==> src/hdl/astar_open_list_table_unit_assert.svh <==
// assertion macros for the open list table unit
// clocked on clk, disabled while rst_n is low
`ifndef ASTAR_OPEN_LIST_TABLE_UNIT_ASSERT_SVH
`define ASTAR_OPEN_LIST_TABLE_UNIT_ASSERT_SVH

// consequent must hold in the same cycle as the antecedent
`define AOLT_ASSERT_IMP(lbl, ante, cons, msg) \
    lbl: assert property (@(posedge clk) disable iff (!rst_n) (ante) |-> (cons)) \
        else $error(msg);

// consequent must hold in the cycle after the antecedent
`define AOLT_ASSERT_NEXT(lbl, ante, cons, msg) \
    lbl: assert property (@(posedge clk) disable iff (!rst_n) (ante) |=> (cons)) \
        else $error(msg);

`endif

==> src/hdl/aolt_pkg.sv <==
// types and constants for the open list table unit
// used by aolt_cell and astar_open_list_table_unit
`default_nettype none

package aolt_pkg;

    localparam int CMD_W    = 3;
    localparam int COORD_W  = 8;
    localparam int COST_W   = 16;
    localparam int POS_W    = 6;
    localparam int STATUS_W = 2;
    localparam int TOTAL_W  = 7;
    // wide enough for a position in the deepest supported table
    localparam int IDX_W    = 10;

    localparam logic [CMD_W-1:0] CMD_INSERT      = 3'd0;
    localparam logic [CMD_W-1:0] CMD_DELETE      = 3'd1;
    localparam logic [CMD_W-1:0] CMD_SEARCH      = 3'd2;
    localparam logic [CMD_W-1:0] CMD_MIN_F       = 3'd3;
    localparam logic [CMD_W-1:0] CMD_CLEAR       = 3'd4;
    localparam logic [CMD_W-1:0] CMD_READ_POS    = 3'd5;
    localparam logic [CMD_W-1:0] CMD_READ_OLDEST = 3'd6;

    localparam logic [STATUS_W-1:0] ST_OK        = 2'd0;
    localparam logic [STATUS_W-1:0] ST_NOT_FOUND = 2'd1;
    localparam logic [STATUS_W-1:0] ST_EMPTY     = 2'd2;
    localparam logic [STATUS_W-1:0] ST_FULL      = 2'd3;

    typedef struct packed {
        logic [CMD_W-1:0]   command;
        logic [COORD_W-1:0] node_x;
        logic [COORD_W-1:0] node_y;
        logic [COST_W-1:0]  cost_g;
        logic [COST_W-1:0]  cost_h;
        logic [COST_W-1:0]  cost_f;
        logic [COORD_W-1:0] parent_col;
        logic [COORD_W-1:0] parent_row;
        logic [POS_W-1:0]   position;
    } in_item_t;

    typedef struct packed {
        logic [STATUS_W-1:0] status;
        logic [POS_W-1:0]    where_found;
        logic [COORD_W-1:0]  out_x;
        logic [COORD_W-1:0]  out_y;
        logic [COST_W-1:0]   out_g;
        logic [COST_W-1:0]   out_h;
        logic [COST_W-1:0]   out_f;
        logic [COORD_W-1:0]  out_parent_x;
        logic [COORD_W-1:0]  out_parent_y;
        logic [TOTAL_W-1:0]  entry_total;
    } out_item_t;

    typedef struct packed {
        logic [COORD_W-1:0] x;
        logic [COORD_W-1:0] y;
        logic [COST_W-1:0]  g;
        logic [COST_W-1:0]  h;
        logic [COST_W-1:0]  f;
        logic [COORD_W-1:0] px;
        logic [COORD_W-1:0] py;
    } entry_t;

    // query token walking the cell chain, one cell per cycle
    typedef struct packed {
        logic               active;
        logic [CMD_W-1:0]   cmd;
        logic [COORD_W-1:0] key_x;
        logic [COORD_W-1:0] key_y;
        logic [POS_W-1:0]   pos;
        logic               found;
        logic [IDX_W-1:0]   best_pos;
        entry_t             best;
    } probe_t;

    // table shift control, shared by every cell
    typedef struct packed {
        logic             ins;
        logic             del;
        logic [IDX_W-1:0] del_pos;
    } shift_ctl_t;

endpackage

`default_nettype wire

==> src/hdl/aolt_cell.sv <==
// one table slot: holds an entry and one stage of the query chain
// depends on aolt_pkg
`default_nettype none

module aolt_cell
    import aolt_pkg::*;
#(
    parameter int INDEX = 0,
    parameter int CNT_W = 7
)
(
    input  wire logic             clk,
    input  wire logic             rst_n,
    input  wire logic [CNT_W-1:0] count,
    input  wire shift_ctl_t       ctl,
    input  wire entry_t           prev_entry,
    input  wire entry_t           next_entry,
    output entry_t                entry,
    input  wire probe_t           probe_in,
    output probe_t                probe_out
);

    entry_t entry_reg;
    probe_t probe_reg;
    probe_t probe_next;
    logic   in_range;
    logic   key_eq;
    logic   hit;

    assign in_range = count > CNT_W'(INDEX);
    assign key_eq   = (entry_reg.x == probe_in.key_x) && (entry_reg.y == probe_in.key_y);

    always_comb
    begin
        hit = 1'b0;
        case (probe_in.cmd)
            CMD_DELETE, CMD_SEARCH:
            begin
                hit = in_range && !probe_in.found && key_eq;
            end
            CMD_MIN_F:
            begin
                // strict compare keeps the newest of equal costs
                hit = in_range && (!probe_in.found || (entry_reg.f < probe_in.best.f));
            end
            CMD_READ_POS:
            begin
                hit = in_range && (INDEX < (1 << POS_W)) && (probe_in.pos == POS_W'(INDEX));
            end
            CMD_READ_OLDEST:
            begin
                hit = count == CNT_W'(INDEX + 1);
            end
            default:
            begin
                hit = 1'b0;
            end
        endcase

        probe_next = probe_in;
        if (hit)
        begin
            probe_next.found    = 1'b1;
            probe_next.best_pos = IDX_W'(INDEX);
            probe_next.best     = entry_reg;
        end
    end

    always_ff @(posedge clk or negedge rst_n)
    begin
        if (!rst_n)
        begin
            probe_reg <= '0;
        end
        else
        begin
            probe_reg <= probe_next;
        end
    end

    // slots open up at the head on insert and close over a removed slot on delete
    always_ff @(posedge clk)
    begin
        if (ctl.ins)
        begin
            entry_reg <= prev_entry;
        end
        else if (ctl.del && (IDX_W'(INDEX) >= ctl.del_pos))
        begin
            entry_reg <= next_entry;
        end
    end

    assign entry     = entry_reg;
    assign probe_out = probe_reg;

endmodule

`default_nettype wire
==> config.mk <==
export PLATFORM = sky130hd
export DESIGN_NAME = aolt_cell
export DESIGN_NICKNAME = d
export VERILOG_FILES = /design/src/hdl/astar_open_list_table_unit_assert.svh /design/src/hdl/aolt_pkg.sv /design/src/hdl/aolt_cell.sv
export SDC_FILE = /design/constraint.sdc
export NUM_CORES = 1
export LEC_CHECK = 0
export BUFFER_PORTS_ARGS = -buffer_cell sky130_fd_sc_hd__buf_2
export CORE_AREA = 5 5 188 190
export CTS_BUF_LIST = sky130_fd_sc_hd__clkbuf_4
export CTS_CLUSTER_DIAMETER = 120
export DETAILED_ROUTE_END_ITERATION = 7
export DIE_AREA = 0 0 193 195
export PLACE_DENSITY = 0.61
export SKIP_LAST_GASP = 1
export SLEW_MARGIN = 20
export SYNTH_ARGS = -nofsm -noshare
export SYNTH_HDL_FRONTEND = slang
export SYNTH_SLANG_ARGS = --single-unit
==> constraint.sdc <==
create_clock -name clk -period 2.98 [get_ports clk]
set_clock_uncertainty 0.05 [all_clocks]
set_input_delay 0.149 -clock clk [delete_from_list [all_inputs] [get_ports clk]]
set_output_delay 0.149 -clock clk [all_outputs]
set_load 0.1 [all_outputs]
# Word level (Yosys, flattened, before mapping)
# Cells that the tools add are included.
op_classes:
  bitwise: 0
  n_reduce_logical: 11
  mux: 4
  shift: 0
  multipliers: 0
  n_div: 0
  eq_ne: 8
  add_sub_neg: 0
  order_cmp: 3
op_table:
  columns: ["cell", "n"]
  rows:
  - ["two-way mux 80 bit", 2]
  - ["two-way mux 91 bit", 1]
  - ["== test 8 bit", 2]
  - ["< comparator 16 bit", 1]
  - [">= comparator 1 x 10 -> 1 bit, first input constant", 1]
  - ["== test 7 x 1 -> 1 bit, second input constant", 1]
  - ["greater-than comparator 7 x 1 -> 1 bit, second input constant", 1]
  - ["== test 3 x 2 -> 1 bit, second input constant", 2]
  - ["== test 3 bit, second input constant", 2]
  - ["logical AND 1 bit", 6]
  - ["zero test 6 bit", 1]
  - ["case mux 1 bit (4 select lines)", 1]
  - ["== test 3 x 1 -> 1 bit, second input constant", 1]
  - ["nonzero test 2 bit", 1]
  - ["OR reduction 2 bit", 1]
  - ["zero test 1 bit", 1]
  - ["logical OR 1 bit", 1]
word_totals:
  input_bits: 298
  ram_bits: 0
  latch_bits: 0
  n_memories: 0
  regBits: 197
  word_cells: 47
  rom_bits: 0

# Longest topological paths before layout
depth:
  depth_word: 5
  depth_mapped: 10

# Worst setup path before layout
# OpenSTA, ideal clock, no wires.
synth_path:
  path_type: "reg-to-reg"
  start: "register entry_reg (netlist bit entry[31])"
  end: "register probe_reg (netlist bit probe_out[10])"
  arrival_ns: 2.678
  path_stages_with_launch: 9
  setup_slack_ns: 0.126
  period_less_slack_ns: 2.854
  setup_ns: 0.125
  path_cell_list: "edfxtp_1 ha_1 and4_1 nand3_1 a221o_1 a31oi_1 o21ai_4 buf_6 mux2_4"
synth_rtl:
  columns: ["element", "line", "text"]
  rows:
  - ["start, declared", "aolt_cell.sv:23", "entry_t entry_reg;"]
  - ["start signal, assigned", "aolt_cell.sv:86", "entry_reg <= prev_entry;"]
  - ["start signal, assigned", "aolt_cell.sv:90", "entry_reg <= next_entry;"]
  - ["end signal, assigned", "aolt_cell.sv:77", "probe_reg <= probe_next;"]
  - ["end, declared", "aolt_cell.sv:24", "probe_t probe_reg;"]

==> metrics.csv <==
stage,metric,value,unit
clock_network,cts_setup_buffers,0,
synthesis,synthArstFlopShare,0.594,
finish,area_growth,76.4,%
sta,fmax,364,MHz
synthesis,synth_cell_types,31,
sta,rsz0062_at_grt,no,
clock_network,cts_sinks,197,
synthesis,synth_nets,807,
sta,setup_tns,0,ps
finish,layout.cells.non_filler,1742,
die,row_count,67,
critical_path,required,3450,ps
clock_network,htreeDepth,4,
place,port_buffers,494,
clock_network,cts_tree,done,
synthesis,synth_warnings,0,
sta,fin_crit_sh,0.921,
clock_network,cts_buffers,17,
sta,min_period,2750,ps
run_status,status,completed,
synthesis,syn_area,0.00811,mm²
synthesis,ys_seq_elements,197,
sta,relSlewSlack,0.599,
clock_network,clkSlewWorstSetupHoldPaths,160,ps
critical_path,worstSetupStartpointType,flip-flop,
drt,routed_wl,32.6,mm
global_routing,grtUsageTotal,0.166,
critical_path,setup.worst_path.end_class,flip-flop,
critical_path,critPathKind,reg2reg,
die,coreArea,0.0333,mm²
place,routabilityCongestion,0.765,
critical_path,cp_data_arrival_time,3210,ps
global_routing,grt_max_degree,63,
drt,first_pass_iters,4,
drt,vias,7251,
critical_path,slowest_delay,440,ps
place,placed_cell_area,0.0112,mm²
synthesis,yosysMostFrequentCell,mux2_2,
clock_network,cts_hold_buf,280,
die,die_y,195,µm
power_and_ir_drop,vdd_drop_max,0.285,mV
clock_network,cts_root_buffer,clkbuf_4,
synthesis,yosysTopAreaCellShare,0.361,
power_and_ir_drop,cellPowerDensity,517,mW/mm²
finish,fin_area,0.0143,mm²
synthesis,synth_ff_type,dfrtp_1,
clock_network,post_cts_resized,0,
global_routing,first_global_vias,8187,
finish,largest_reg_flops,117,
place,dp.cells,1428,
synthesis,synthTopCellsByArea,"dfrtp_1, edfxtp_1, mux2_2",
die,die_area,0.0376,mm²
sta,setup_viol_count_final,0,
die,io_pins,495,
sta,worstMarginPinSlew,601,ps
global_routing,grt_pass1_wl,47.4,mm
power_and_ir_drop,total_leakage_power,6.56,nW
drt,drc_errors,0,
finish,layout.nets,1592,
drt,wire_per_inst,18.7,µm
critical_path,cp_max_fo,49,
synthesis,ys_seq_area_frac,0.657,
synthesis,syn_inst,494,
critical_path,crit_chain,"ha_1, and4_1, nand3_1, a221o_1, a31oi_1, o21ai_4, buf_12, mux2_4",
drt,drtIter0Drc,209,
drt,via_per_inst,4.16,
die,initial_core_util,0.244,
run,maxCapViolCount,0,
synthesis,avgSynthCellArea,16.4,µm²
synthesis,synth_common_cells,"mux2_2, dfrtp_1, edfxtp_1, inv_1, mux2_4",
clock_network,clk-insertion-delay-late,620,ps
synthesis,synth_edf_count,80,
global_routing,grt_antenna_before_repair,2,
clock_network,cts_max_path_buffers,2,
die,die_x,193,µm
place,place_hpwl,22.5,mm
synthesis,yosysTopAreaCell,dfrtp_1,
critical_path,cpMaxStageDelayCell,edfxtp_1,
worst_hold_path,hp-class,in2reg,
finish,layout-drive-gt1-share,0.541,
drt,antenna_left,0,
sta,finalHoldViolCount,0,
global_routing,overflow,0,
sta,drv_slew,0,
path summary, 6_finish.rpt:
kind	slack [ps]	cells after the start	end	from
worst max-delay path	230	8	probe_out[6]$_DFF_PN0_	entry[31]$_DFFE_PP_
worst min-delay path	130	2	probe_out[116]$_DFF_PN0_	probe_in[116]
worst max register to register	230	8	probe_out[6]$_DFF_PN0_	entry[31]$_DFFE_PP_
worst min register to register	480	1	probe_out[53]$_DFF_PN0_	entry[53]$_DFFE_PP_
max in group asynchronous	1980	4	probe_out[1]$_DFF_PN0_	rst_n
min in group asynchronous	610	4	probe_out[34]$_DFF_PN0_	rst_n
worst max-delay path: cells and delay by family (launching register included):
kind / cells / cell delay [ps]
mux: 1 / 340
compound gates: 3 / 820
fa+ha+maj: 1 / 330
buf+inv: 1 / 200
flops: 1 / 440
simple gates: 2 / 390
metrics by stage:
stage	hold slack [ps]	util	setup WS, ps	power, mW
3_5_place_dp	160	0.335	245	5.46
2_1_floorplan	-197	-	126	4.86
4_1_cts	33.1	0.430	202	7.47
3_3_place_gp	153	0.335	325	5.45
6_report	132	0.430	234	7.40
5_1_grt	23.4	0.430	86.3	7.71
report_power, final:
part           switching, mW  internal (mW)  leakage [nW]  total (mW)
logic                   1.86          0.737          4.24        2.60
clock network          0.977          0.687         0.174        1.66
registers             0.0982           3.04          2.15        3.14
kinds of logic (layout without fill, tap and decap cells):
| group | Yosys count | count (layout) | synth area share |
|---|---|---|---|
| AND/OR/NAND/NOR | 39 | 39 | 0.0253 |
| flip-flops | 197 | 197 | 0.657 |
| AO/OA/AOI/OAI | 20 | 20 | 0.0160 |
| other | 0 | 2 | 0 |
| buffers and inverters | 46 | 844 | 0.0296 |
| multiplexers | 160 | 160 | 0.230 |
| adder cells (fa/ha/maj) | 15 | 15 | 0.0231 |
| XOR/XNOR | 17 | 17 | 0.0184 |
cell usage in the layout, fill, tap and decap left out, types with 12 or more instances in the layout:
| cell type | Yosys | routed |
|---|---|---|
| buf_2 | 0 | 492 |
| dlygate4sd3_1 | 0 | 279 |
| mux2_2 | 142 | 142 |
| dfrtp_1 | 117 | 117 |
| edfxtp_1 | 80 | 80 |
| inv_1 | 28 | 28 |
| mux2_4 | 18 | 18 |
| clkbuf_4 | 0 | 18 |
| xnor2_1 | 15 | 15 |
| ha_1 | 15 | 15 |
| nor2_1 | 12 | 12 |
routing by layer:
metal  track usage  up-vias  wire [µm]
li1              -     3351          -
met3        0.0625       42       3050
met2         0.304      386      16900
met5             0        -          0
met4        0.0538        0        751
met1         0.175     3472      11800
area by class of cell:
| type | instances | area, µm² |
|---|---|---|
| diodes | 2 | 5.00 |
| repair buffers | 784 | 5430 |
| clock inverters | 14 | 198 |
| flip-flops and latches | 197 | 5330 |
| inverters | 28 | 105 |
| fillers | 2979 | 19000 |
| multi-input cells | 251 | 2550 |
| clock buffers | 18 | 135 |
| well taps | 448 | 561 |
Note: power is estimated with default switching activity, not from simulation.
